===== config.mk =====
export PLATFORM = sky130hd
export DESIGN_NAME = bmp_stream_parser_top
export DESIGN_NICKNAME = d
export VERILOG_FILES = /design/src/hdl/bsp_pkg.sv /design/src/hdl/bsp_front.sv /design/src/hdl/bsp_queue.sv /design/src/hdl/bsp_back.sv /design/src/hdl/bmp_stream_parser_top.sv
export SDC_FILE = /design/constraint.sdc
export NUM_CORES = 1
export LEC_CHECK = 0
export BUFFER_PORTS_ARGS = -buffer_cell sky130_fd_sc_hd__buf_2
export CAP_MARGIN = 30
export CELL_PAD_IN_SITES_DETAIL_PLACEMENT = 1
export CELL_PAD_IN_SITES_GLOBAL_PLACEMENT = 1
export CORE_MARGIN = 1.5
export CORE_UTILIZATION = 45
export DETAILED_ROUTE_END_ITERATION = 6
export PLACE_DENSITY = 0.79
export SLEW_MARGIN = 20
export SYNTH_ARGS = -nofsm -noshare
export SYNTH_HDL_FRONTEND = slang
export SYNTH_SLANG_ARGS = --single-unit
export TNS_END_PERCENT = 50

===== constraint.sdc =====
create_clock -name clk_i -period 14.2 [get_ports clk_i]
set_input_delay 1.42 -clock clk_i [delete_from_list [all_inputs] [get_ports clk_i]]
set_output_delay 1.42 -clock clk_i [all_outputs]
set_load 0.05 [all_outputs]

===== src/hdl/bsp_pkg.sv =====
`timescale 1ns / 1ps
// ----------------------------------------------------------------------------
// bsp_pkg
// Shared types and constants of the BMP stream parser.
// ----------------------------------------------------------------------------
package bsp_pkg;

  localparam int unsigned HdrBytes = 54;
  localparam int unsigned IdxW     = 6;
  localparam int unsigned DimW     = 16;

  // header byte offsets of the fields that are assembled
  localparam logic [IdxW-1:0] WidthOfs0  = IdxW'(18);
  localparam logic [IdxW-1:0] WidthOfs1  = IdxW'(19);
  localparam logic [IdxW-1:0] WidthOfs2  = IdxW'(20);
  localparam logic [IdxW-1:0] WidthOfs3  = IdxW'(21);
  localparam logic [IdxW-1:0] HeightOfs0 = IdxW'(22);
  localparam logic [IdxW-1:0] HeightOfs1 = IdxW'(23);
  localparam logic [IdxW-1:0] HeightOfs2 = IdxW'(24);
  localparam logic [IdxW-1:0] HeightOfs3 = IdxW'(25);
  localparam logic [IdxW-1:0] DepthOfs0  = IdxW'(28);
  localparam logic [IdxW-1:0] DepthOfs1  = IdxW'(29);
  localparam logic [IdxW-1:0] HdrLast    = IdxW'(HdrBytes - 1);
  localparam logic [IdxW-1:0] HdrDone    = IdxW'(HdrBytes);

  localparam logic [15:0] DepthFull   = 16'd32;
  localparam logic [7:0]  AlphaOpaque = 8'hFF;

  // result queue between front and back
  localparam int unsigned QDepth = 2;
  localparam int unsigned QPtrW  = $clog2(QDepth);
  localparam int unsigned QCntW  = $clog2(QDepth + 1);

  typedef enum logic {
    KindHeader = 1'b0,
    KindPixel  = 1'b1
  } kind_e;

  typedef enum logic [1:0] {
    StatFull     = 2'd0,
    StatRgb      = 2'd1,
    StatTooLarge = 2'd2
  } status_e;

  typedef struct packed {
    kind_e            kind;
    logic [31:0]      bgra;
    logic [DimW-1:0]  row;
    logic [DimW-1:0]  col;
    logic [DimW-1:0]  width;
    logic [DimW-1:0]  height;
    logic [15:0]      depth;
    logic             too_large;
    logic             last;
  } rec_t;

endpackage


===== src/hdl/bsp_front.sv =====
`timescale 1ns / 1ps
// ----------------------------------------------------------------------------
// bsp_front
// Byte parser: walks the header, assembles pixels, skips row padding and
// pushes one record per result into the queue.
// ----------------------------------------------------------------------------
module bsp_front (
  input  logic          clk_i,
  input  logic          rst_ni,
  input  logic          accept_i,
  input  logic [7:0]    data_byte_i,
  input  logic          start_file_i,
  output logic          push_o,
  output bsp_pkg::rec_t rec_o
);
  import bsp_pkg::*;

  logic [IdxW-1:0] hdr_idx_q, hdr_idx_d;
  logic            phase_q, phase_d;
  logic [DimW-1:0] width_q, width_d, height_q, height_d;
  logic            wide_q, wide_d, tall_q, tall_d;
  logic [15:0]     depth_q, depth_d;
  logic [1:0]      bip_q, bip_d;
  logic [23:0]     accum_q, accum_d;
  logic [DimW-1:0] col_q, col_d, row_q, row_d;
  logic [1:0]      pad_q, pad_d;

  logic [IdxW-1:0] idx;
  logic            phase;
  logic            emit;
  logic            col_end, row_end, last;
  logic            byte_nz;
  rec_t            rec;

  assign byte_nz = (data_byte_i != 8'd0);

  always_comb begin
    idx      = start_file_i ? '0 : hdr_idx_q;
    phase    = start_file_i ? 1'b0 : phase_q;
    hdr_idx_d = idx;
    phase_d  = phase;
    width_d  = start_file_i ? '0 : width_q;
    height_d = start_file_i ? '0 : height_q;
    wide_d   = start_file_i ? 1'b0 : wide_q;
    tall_d   = start_file_i ? 1'b0 : tall_q;
    depth_d  = start_file_i ? '0 : depth_q;
    bip_d    = bip_q;
    accum_d  = accum_q;
    col_d    = col_q;
    row_d    = row_q;
    pad_d    = pad_q;
    emit     = 1'b0;
    col_end  = (col_q == width_q - DimW'(1));
    row_end  = (row_q == height_q - DimW'(1));
    last     = 1'b0;

    rec           = '0;
    rec.width     = width_q;
    rec.height    = height_q;
    rec.depth     = depth_q;
    rec.too_large = wide_q | tall_q;

    if (!phase) begin
      if (idx != HdrDone) begin
        case (idx)
          WidthOfs0:  width_d[7:0]   = data_byte_i;
          WidthOfs1:  width_d[15:8]  = data_byte_i;
          WidthOfs2:  wide_d         = byte_nz;
          WidthOfs3:  wide_d         = wide_q | byte_nz;
          HeightOfs0: height_d[7:0]  = data_byte_i;
          HeightOfs1: height_d[15:8] = data_byte_i;
          HeightOfs2: tall_d         = byte_nz;
          HeightOfs3: tall_d         = tall_q | byte_nz;
          DepthOfs0:  depth_d[7:0]   = data_byte_i;
          DepthOfs1:  depth_d[15:8]  = data_byte_i;
          default: ;
        endcase
        hdr_idx_d = idx + IdxW'(1);
        // the final header byte never touches a field, so the stored values are complete
        if (idx == HdrLast) begin
          emit     = 1'b1;
          rec.kind = KindHeader;
          last     = wide_q | tall_q | (width_q == '0) | (height_q == '0);
          if (!last) begin
            phase_d = 1'b1;
            bip_d   = '0;
            accum_d = '0;
            col_d   = '0;
            row_d   = '0;
            pad_d   = '0;
          end
        end
      end
    end else if (pad_q != 2'd0) begin
      pad_d = pad_q - 2'd1;
    end else begin
      if (bip_q == 2'd3) begin
        emit     = 1'b1;
        rec.bgra = {data_byte_i, accum_q};
      end else begin
        case (bip_q)
          2'd0:    accum_d[7:0]   = data_byte_i;
          2'd1:    accum_d[15:8]  = data_byte_i;
          default: accum_d[23:16] = data_byte_i;
        endcase
        bip_d = bip_q + 2'd1;
        if ((bip_q == 2'd2) && (depth_q != DepthFull)) begin
          emit     = 1'b1;
          rec.bgra = {AlphaOpaque, data_byte_i, accum_q[15:0]};
        end
      end
      if (emit) begin
        rec.kind = KindPixel;
        rec.row  = row_q;
        rec.col  = col_q;
        last     = col_end & row_end;
        bip_d    = '0;
        accum_d  = '0;
        if (col_end) begin
          col_d = '0;
          row_d = row_q + DimW'(1);
          pad_d = (depth_q != DepthFull) ? width_q[1:0] : 2'd0;
        end else begin
          col_d = col_q + DimW'(1);
        end
        if (last) begin
          phase_d = 1'b0;
          pad_d   = '0;
        end
      end
    end
    rec.last = last;
  end

  always_ff @(posedge clk_i or negedge rst_ni) begin
    if (!rst_ni) begin
      hdr_idx_q <= '0;
      phase_q   <= 1'b0;
      width_q   <= '0;
      height_q  <= '0;
      wide_q    <= 1'b0;
      tall_q    <= 1'b0;
      depth_q   <= '0;
      bip_q     <= '0;
      accum_q   <= '0;
      col_q     <= '0;
      row_q     <= '0;
      pad_q     <= '0;
    end else if (accept_i) begin
      hdr_idx_q <= hdr_idx_d;
      phase_q   <= phase_d;
      width_q   <= width_d;
      height_q  <= height_d;
      wide_q    <= wide_d;
      tall_q    <= tall_d;
      depth_q   <= depth_d;
      bip_q     <= bip_d;
      accum_q   <= accum_d;
      col_q     <= col_d;
      row_q     <= row_d;
      pad_q     <= pad_d;
    end
  end

  assign push_o = accept_i & emit;
  assign rec_o  = rec;

endmodule


===== src/hdl/bsp_queue.sv =====
`timescale 1ns / 1ps
// ----------------------------------------------------------------------------
// bsp_queue
// Short register queue of result records between parser and output stage.
// ----------------------------------------------------------------------------
module bsp_queue (
  input  logic                    clk_i,
  input  logic                    rst_ni,
  input  logic                    push_i,
  input  bsp_pkg::rec_t           rec_i,
  input  logic                    pop_i,
  output logic                    nempty_o,
  output logic                    full_o,
  output logic [bsp_pkg::QCntW-1:0] count_o,
  output bsp_pkg::rec_t           rec_o
);
  import bsp_pkg::*;

  rec_t             slot_q [QDepth];
  logic [QPtrW-1:0] wr_ptr_q, rd_ptr_q;
  logic [QCntW-1:0] cnt_q, cnt_d;
  logic             do_push, do_pop;

  assign do_push = push_i & ~full_o;
  assign do_pop  = pop_i & nempty_o;

  always_comb begin
    cnt_d = cnt_q;
    if (do_push && !do_pop) begin
      cnt_d = cnt_q + QCntW'(1);
    end else if (do_pop && !do_push) begin
      cnt_d = cnt_q - QCntW'(1);
    end
  end

  always_ff @(posedge clk_i or negedge rst_ni) begin
    if (!rst_ni) begin
      wr_ptr_q <= '0;
      rd_ptr_q <= '0;
      cnt_q    <= '0;
    end else begin
      cnt_q <= cnt_d;
      if (do_push) begin
        wr_ptr_q <= (wr_ptr_q == QPtrW'(QDepth - 1)) ? '0 : wr_ptr_q + QPtrW'(1);
      end
      if (do_pop) begin
        rd_ptr_q <= (rd_ptr_q == QPtrW'(QDepth - 1)) ? '0 : rd_ptr_q + QPtrW'(1);
      end
    end
  end

  always_ff @(posedge clk_i) begin
    if (do_push) begin
      slot_q[wr_ptr_q] <= rec_i;
    end
  end

  assign nempty_o = (cnt_q != '0);
  assign full_o   = (cnt_q == QCntW'(QDepth));
  assign count_o  = cnt_q;
  assign rec_o    = slot_q[rd_ptr_q];

endmodule


===== src/hdl/bsp_back.sv =====
`timescale 1ns / 1ps
// ----------------------------------------------------------------------------
// bsp_back
// Output stage: takes records from the queue, derives the status code and
// holds the result until the receiver takes it.
// ----------------------------------------------------------------------------
module bsp_back (
  input  logic          clk_i,
  input  logic          rst_ni,
  input  logic          q_nempty_i,
  input  bsp_pkg::rec_t q_rec_i,
  output logic          q_pop_o,
  output logic          out_valid_o,
  input  logic          out_ready_i,
  output bsp_pkg::rec_t rec_o,
  output logic [1:0]    status_o
);
  import bsp_pkg::*;

  logic    valid_q;
  rec_t    rec_q;
  status_e status_q, status_d;

  always_comb begin
    if (q_rec_i.too_large) begin
      status_d = StatTooLarge;
    end else if (q_rec_i.depth == DepthFull) begin
      status_d = StatFull;
    end else begin
      status_d = StatRgb;
    end
  end

  // load when the register is empty or its result is being taken
  assign q_pop_o = q_nempty_i & (~valid_q | out_ready_i);

  always_ff @(posedge clk_i or negedge rst_ni) begin
    if (!rst_ni) begin
      valid_q <= 1'b0;
    end else if (!valid_q || out_ready_i) begin
      valid_q <= q_nempty_i;
    end
  end

  always_ff @(posedge clk_i) begin
    if (q_pop_o) begin
      rec_q    <= q_rec_i;
      status_q <= status_d;
    end
  end

  assign out_valid_o = valid_q;
  assign rec_o       = rec_q;
  assign status_o    = status_q;

endmodule


===== src/hdl/bmp_stream_parser_top.sv =====
`timescale 1ns / 1ps
// ----------------------------------------------------------------------------
// bmp_stream_parser_top
// BMP byte stream parser for 24 and 32 bits per pixel.
// ----------------------------------------------------------------------------
// Input channel: one file byte per transfer, start_file_i marks byte 0 of a
// new file and drops any image in progress. After reset the parser already
// waits for header byte 0.
// Output channel: one header result after the 54th header byte, then one
// pixel result per assembled pixel (bottom row first), last one marked.
// Bytes after an image, and row padding, produce no result.
// Throughput: one byte per cycle while in_ready_o is high.
// A result passes from the parser into a two-entry queue and from the queue
// into the output register, where the receiver takes it.
// When the receiver stalls, the output register holds its result and the
// queue fills; in_ready_o drops only with the queue full, so the input keeps
// flowing as long as no more than two results are waiting.
// Reset clears the parser, the queue and the output valid.
// ----------------------------------------------------------------------------
module bmp_stream_parser_top (
  input  logic        clk_i,
  input  logic        rst_ni,
  input  logic        in_valid_i,
  output logic        in_ready_o,
  input  logic [7:0]  data_byte_i,
  input  logic        start_file_i,
  output logic        out_valid_o,
  input  logic        out_ready_i,
  output logic        item_kind_o,
  output logic [31:0] pixel_bgra_o,
  output logic [15:0] pixel_row_o,
  output logic [15:0] pixel_col_o,
  output logic [15:0] image_width_o,
  output logic [15:0] image_height_o,
  output logic [15:0] depth_bits_o,
  output logic [1:0]  status_o,
  output logic        last_of_image_o
);
  import bsp_pkg::*;

  logic             accept;
  logic             push, pop, q_nempty, q_full;
  logic [QCntW-1:0] q_count;
  rec_t             push_rec, q_rec, out_rec;

  assign in_ready_o = ~q_full;
  assign accept     = in_valid_i & in_ready_o;

  bsp_front u_front (
    .clk_i        (clk_i),
    .rst_ni       (rst_ni),
    .accept_i     (accept),
    .data_byte_i  (data_byte_i),
    .start_file_i (start_file_i),
    .push_o       (push),
    .rec_o        (push_rec)
  );

  bsp_queue u_queue (
    .clk_i    (clk_i),
    .rst_ni   (rst_ni),
    .push_i   (push),
    .rec_i    (push_rec),
    .pop_i    (pop),
    .nempty_o (q_nempty),
    .full_o   (q_full),
    .count_o  (q_count),
    .rec_o    (q_rec)
  );

  bsp_back u_back (
    .clk_i       (clk_i),
    .rst_ni      (rst_ni),
    .q_nempty_i  (q_nempty),
    .q_rec_i     (q_rec),
    .q_pop_o     (pop),
    .out_valid_o (out_valid_o),
    .out_ready_i (out_ready_i),
    .rec_o       (out_rec),
    .status_o    (status_o)
  );

  assign item_kind_o     = out_rec.kind;
  assign pixel_bgra_o    = out_rec.bgra;
  assign pixel_row_o     = out_rec.row;
  assign pixel_col_o     = out_rec.col;
  assign image_width_o   = out_rec.width;
  assign image_height_o  = out_rec.height;
  assign depth_bits_o    = out_rec.depth;
  assign last_of_image_o = out_rec.last;

  // a result is never pushed into a full queue
  assert property (@(posedge clk_i) disable iff (!rst_ni) push |-> !q_full)
    else $error("result pushed into full queue");

  assert property (@(posedge clk_i) disable iff (!rst_ni) q_count <= QCntW'(QDepth))
    else $error("queue count out of range");

  // pixels only follow a header that fits
  assert property (@(posedge clk_i) disable iff (!rst_ni)
    (out_valid_o && item_kind_o == KindPixel) |-> (status_o != StatTooLarge))
    else $error("pixel result with oversized image");

  assert property (@(posedge clk_i) disable iff (!rst_ni)
    (out_valid_o && item_kind_o == KindPixel) |->
      (pixel_col_o < image_width_o && pixel_row_o < image_height_o))
    else $error("pixel position outside image");

endmodule


# Word-level counts from Yosys, hierarchy flattened
# Memories as Yosys holds them, arrays and structs flattened.
# Cells that the tools add are included.
[totals] out_inout_bits=118 elab_cells=202 memories=1 rom_bits=0 reg_bits=238 ramBits=230 latch_bits=0 input_bits=13
[memory_table] name="u_queue.slot_q" depth=2 width=115 read_ports=1 rd_ports_with_merged_regs=0 wr=1 line="bsp_queue.sv:19" rtl="rec_t slot_q [QDepth];"
[classes] eq_ne=30 n_shift=0 mul=0 bitwise=14 n_div=0 n_addsub=11 muxes=95 n_lt_le_gt_ge=0 n_reduce_logical=24
[ops] operator="$mux W16" count=20
[ops] operator="$mux W24" count=7
[ops] operator="$mux W32" count=3
[ops] operator="$mux W8" count=9
[ops] operator="$mux W65" count=1
[ops] operator="$mux W64" count=1
[ops] operator="$eq A6 B5 Y1 const B" count=10
[ops] operator="$mux W1" count=34
[ops] operator="$add A16 B1 Y16 const B" count=2
[ops] operator="$eq A16 B16 Y1" count=2
[ops] operator="$logic_not A16 Y1" count=2
[ops] operator="$sub A16 B1 Y16 const B" count=2
[ops] operator="$mux W2" count=15
[ops] operator="$reduce_and A7 Y1" count=4
[ops] operator="$mux W6" count=3
[ops] operator="$reduce_and A6 Y1" count=3
[ops] operator="$eq A16 B6 Y1 const B" count=1
[ops] operator="$ne A16 B6 Y1 const B" count=1
[ops] operator="$ne A3 B3 Y1 const B" count=5
[ops] operator="$reduce_bool A2 Y1" count=5
[ops] operator="$reduce_bool A8 Y1" count=1
[ops] operator="$add A6 B1 Y6 const B" count=1
[ops] operator="$and A1 B1 Y1" count=6
[ops] operator="$eq A2 B2 Y1 const B" count=3
[ops] operator="other kinds (17)" count=33

# Depth between registers and ports, before layout
[depth] word_depth=14 ltp_mapped=14 mapped_depth_nobuf=12

# By module
# A second synthesis with hierarchy kept.
[hier_totals] hier_cells=1313 hier_area_um2=19494.9
[modules_own_cells] mod="bsp_queue" cells_per_inst=377 n_inst=1 area_per_inst_um2=8652.0
[modules_own_cells] mod="bsp_front" cells_per_inst=808 n_inst=1 area_per_inst_um2=7220.7
[modules_own_cells] mod="bsp_back" cells_per_inst=126 n_inst=1 area_per_inst_um2=3612.2
[modules_own_cells] mod="bmp_stream_parser_top" cells_per_inst=2 n_inst=1 area_per_inst_um2=10.0

# Worst setup path before layout
# OpenSTA, ideal clock, no wires.
[synth_timing] path_type="input to register" start="in start_file_i" end="mem u_queue.slot_q[0][0] in the netlist's numbering (enable)" cell_stages=10 n_path_buf=2 setup_slack_ns=2.699 required_ns=13.471 arrival_ns=10.772 path_cell_list="clkbuf_1 -> clkbuf_1 -> nand2b_1 -> inv_1 -> ha_1 -> nor2b_1 -> nand4_1 -> nor2_1 -> o21ai_0 -> nor3_1"
[synth_between] elab_chain_len=9
[synth_lines] item="start, declared" line="bmp_stream_parser_top.sv:26" rtl="input logic start_file_i,"
[synth_lines] item="$mux W6" line="bsp_front.sv:38" rtl="idx = start_file_i ? '0 : hdr_idx_q;"
[synth_lines] item="$eq A6 B6 Y1" line="bsp_front.sv:80" rtl="if (idx == HdrLast) begin"
[synth_lines] item="$mux W1" line="bsp_front.sv:80"
[synth_lines] item="$mux W1" line="bsp_front.sv:64" rtl="if (idx != HdrDone) begin"
[synth_lines] item="$mux W1 *" line="bsp_front.sv:63" rtl="if (!phase) begin"
[synth_lines] item="$and A1 B1 Y1 *" line="bsp_front.sv:165" rtl="assign push_o = accept_i & emit;"
[synth_lines] item="$and A1 B1 Y1 *" line="bsp_queue.sv:24" rtl="assign do_push = push_i & ~full_o;"
[synth_lines] item="$mux W1 *" line="bsp_queue.sv:53" rtl="if (do_push) begin"
[synth_lines] item="$mux W1 (implied by the code) *" line="bsp_queue.sv:54" rtl="slot_q[wr_ptr_q] <= rec_i;"
[synth_lines] item="end, declared" line="bsp_queue.sv:19"
# Mark *: on every way between the ends. The rest lies on a longest branch, timed or not.

# Worst setup path in the final report
[layout_timing] start="in start_file_i" end="mem u_queue.slot_q[0][8] in the netlist's numbering (enable)"
# Same word-level chain as after synthesis.

==> metrics.csv <==
stage,metric,value,unit
timing,Worst Skew,0.01685,ns
cells_and_area,Layout area overhead,15.35,%
pwr,Switch Pwr,1.207,mW
global_route,first-pass GRT wire length,70440,microns
floorplan,I/O Pins,131,
timing,setup TNS,0,ns
logic_synthesis,Mapped Area,19350,sq um
detailed_routing,DR DRC count,0,
logic_synthesis,sequential fraction of the synthesis area,0.6947,
clock_tree,CTS Buf Count,47,
clock_tree,Clock Pin Slew Worst Setup and Hold Paths,0.06,ns
setup_path,CP arrival,4.62,ns
clock_tree,Worst-Skew Late Latency,0.60,ns
run,max cap viols,0,
setup_path,CP Max Fanout,54,
clock_tree,CTS tree,built,
floorplan,chip height,210.4,microns
logic_synthesis,Post-Syn Instances,1324,
place,post-DP HPWL,29370,microns
floorplan,Core Rows,75,
setup_path,worst endpoint required time,14.42,ns
timing,# setup viols final,0,
global_route,met2 GRT Util,0.3438,
logic_synthesis,post-synthesis xor/xnor area fraction,0.02444,
pwr,switch share,0.3171,
pwr,LEAKAGE,8.406,nW
detailed_routing,DRT antenna net count,0,
global_route,largest net degree at the start of global routing,80,
global_route,met1 Use GR,0.2848,
setup_path,R2R Setup Slk,10.27,ns
hold_path,min-delay src,u_front.accum_q[12]$_DFFE_PN0P_,
global_route,initial antenna violation count,0,
place,port buffer count,130,
setup_path,reg2reg end,u_queue.slot_q[0][0]$_DFFE_PP_,
hold_path,Hold Crit Depth,1,
timing,Fmax,227.0,MHz
global_route,vias in the first global route,12020,
global_route,Overflow after GRT,0,
detailed_routing,average wire per standard cell,22.38,microns
global_route,met3 usage,0.03531,
cells_and_area,FILL cells,4096,
pwr,Comb pwr share,0.210,
clock_tree,post_cts resized,0,
clock_tree,Root Driver,clkbuf_16,
global_route,most crowded layer after global routing,met2,
setup_path,endpoint type of the worst setup path,flip-flop,
place,placer congestion estimate,0.8718,
cells_and_area,post-layout util,0.5286,
clock_tree,hold_buf cts,0,
floorplan,die width,210.4,microns
timing,WHS,0.5002,ns
logic_synthesis,Synth Area in Compound Gates,0.06052,
logic_synthesis,ys flop type,edfxtp_1,
detailed_routing,via/cell ratio,5.601,
setup_path,kind of critical path,in2reg,
timing,Slew HR,0.3569,
cells_and_area,Antenna diodes,0,
setup_path,r2r worst-path depth,9,
pwr,Pint,2.598,mW
clock_tree,CTS sink count,468,
cells_and_area,Nets,1479,
timing,fin. max-slew vios,0,
detailed_routing,drt first pass iters,5,
logic_synthesis,Avg Inst Size Synth,14.61,sq um
global_route,GRT Total Usage,0.2079,
floorplan,Starting Density,0.4582,
pwr,power density over the cells,170.5,nW/um^2
timing,RSZ-0062 raised after global routing,no,
logic_synthesis,"flops & latches, synth",468,
hold_path,hold-critical path endpoint,u_front.accum_q[12]$_DFFE_PN0P_,
timing,final worst-path cycle share,0.3102,
cells_and_area,layout cells sized above 1,0.2668,
clock_tree,H-tree Lvls,2,
timing,minimum clock period after layout,4.405,ns
logic_synthesis,post-synthesis simple-gate area fraction,0.1018,
logic_synthesis,Post-Synth Adder-Cell Area,0.008406,
timing,PnR worst setup slack,9.795,ns
detailed_routing,Vias,11380,
clock_tree,setup bufs post-CTS,0,
logic_synthesis,syn nets,1350,
logic_synthesis,main combinational cell family by area after synthesis,simple AND/OR/NAND/NOR gates,
setup_path,Critical R2R Launch,u_front.depth_q[4]$_DFFE_PN0P_,
place,pre-CTS setup slack,9.053,ns
logic_synthesis,unique cell type count in the Yosys netlist,63,
hold_path,Hold/Removal Path Class,reg2reg,
pwr,VDD IR max,0.0001637,V
floorplan,Placeable Area,42230,sq um
clock_tree,Clock Path Buffers,3,
detailed_routing,WL final,45460,microns
detailed_routing,1st-iter DRT viols,760,
logic_synthesis,Post-synth ARST share,0.2607,
pwr,part of the power in the clock network,0.347,
logic_synthesis,Yosys Warn Count,0,
timing,measured slew at the worst slew-check pin,0.9647,ns
setup_path,CP Launch Type,input port,
logic_synthesis,Post-synth EDFFs,346,
logic_synthesis,multiplexer area fraction after synthesis,0.09040,
floorplan,die area,44250,sq um
status,status,completed,
timing,Final Hold Vio Count,0,
pwr,sequential power share,0.443,
==> worst max path at each step <==
stage / start / end / slack [ns]
3_3_place_gp: start_file_i / u_queue.slot_q[1][25]$_DFFE_PP_ / 9.22
4_1_cts: start_file_i / u_queue.slot_q[1][30]$_DFFE_PP_ / 9.67
5_1_grt: start_file_i / u_queue.slot_q[0][8]$_DFFE_PP_ / 9.56
2_1_floorplan: start_file_i / u_queue.slot_q[0][0]$_DFFE_PP_ / 2.70
6_report: start_file_i / u_queue.slot_q[0][8]$_DFFE_PP_ / 9.79
3_5_place_dp: start_file_i / u_queue.slot_q[1][30]$_DFFE_PP_ / 9.05
==> routing by layer <==
layer	vias up	part of all wire	routed length, microns
met5	-	0	0
li1	5193	-	-
met4	0	0.020	908
met1	5851	0.45	20470
met2	267	0.49	22210
met3	65	0.041	1874
==> Yosys cell counts, types with 8 or more instances <==
master | n | area, sq um
nor2_1 | 95 | 356.6
xor2_1 | 21 | 183.9
nor4_1 | 13 | 81.33
edfxtp_1 | 346 | 10390
clkbuf_1 | 51 | 191.4
nand3_1 | 23 | 115.1
dfrtp_1 | 122 | 3053
nand2b_1 | 8 | 50.05
and2_1 | 45 | 281.5
o31ai_1 | 11 | 82.58
inv_1 | 31 | 116.4
a21oi_1 | 26 | 130.1
mux2_2 | 142 | 1599
nand2_1 | 71 | 266.5
and3_1 | 20 | 125.1
a22o_1 | 33 | 289.0
nand4_1 | 12 | 75.07
mux2i_1 | 15 | 150.1
ha_1 | 13 | 162.7
o21ai_0 | 39 | 195.2
buf_2 | 11 | 55.05
nor3_1 | 30 | 150.1
xnor2_1 | 33 | 289.0
==> through the flow <==
step | cell area [sq um] | power, mW | instances
2_1_floorplan | 19350 | 2.316 | 1324
3_3_place_gp | 20500 | 2.490 | 1936
3_5_place_dp | 20550 | 2.511 | 1940
4_1_cts | 22230 | 3.837 | 2028
5_1_grt | 22320 | 3.924 | 2031
6_report | 22320 | 3.805 | 2031
==> power groups by stage <==
stage	combinational (mW)	clock (mW)	sequential, mW
global route	0.835	1.39	1.70
global placement	0.777	0	1.71
finish	0.800	1.32	1.68
CTS	0.800	1.35	1.69
floorplan	0.255	0	2.06
detailed placement	0.795	0	1.72
==> registers in the layout, indices dropped and copies added, names as in the netlist <==
name	flops
u_front.row_q	16
u_front.width_q	16
u_front.depth_q	16
u_front.wide_q	1
u_front.tall_q	1
u_front.phase_q	1
u_front.hdr_idx_q	6
u_front.bip_q	2
u_back.rec_o	114
u_queue.slot_q	230
u_front.accum_q	24
u_front.pad_q	2
u_front.col_q	16
u_front.height_q	16
u_back.out_valid_o	1
u_queue.wr_ptr_q	1
u_queue.count_o	2
u_queue.rd_ptr_q	1
u_back.status_o	2
==> cell families (layout without fill, tap and decap cells) <==
group | after synthesis | in the layout
buffers and inverters | 98 | 266
and+or+nand+nor | 370 | 370
xor gates and xnor gates | 54 | 54
adders and majority gates | 13 | 13
DFF | 468 | 468
muxes | 157 | 157
AOI/OAI and AO/OA | 164 | 164
==> cell usage in the layout (no fill, tap or decap), types with 27 or more instances in the layout <==
cell type,count
o21ai_0,39
buf_2,131
nor2_1,95
edfxtp_1,346
nand2_1,71
inv_1,30
a22o_1,33
clkbuf_16,47
mux2_2,142
and2_1,45
dfrtp_1,121
xnor2_1,33
nor3_1,27
==> cell type report <==
class / instances / area [sq um] / area share
clock buffers: 59 / 1291 / 0.05785
clock inverters: 29 / 395.4 / 0.01771
repair buffers: 147 / 848.3 / 0.03801
multi-input cells: 758 / 5545 / 0.2484
inverters: 31 / 118.9 / 0.005325
well taps: 539 / 674.4 / 0.03021
flip-flops and latches: 468 / 13450 / 0.6024
==> worst max-delay path: stages <==
cell      delay [ns]
buf_2           0.32
nand2b_1        0.23
inv_1           0.09
ha_1            0.24
nor2b_1         0.12
nand4_1         0.18
nor2_1          0.20
o21ai_0         0.26
nor3_2          0.26
buf_4           0.51
buf_4           0.67
Power figures use the tool's default switching activity.
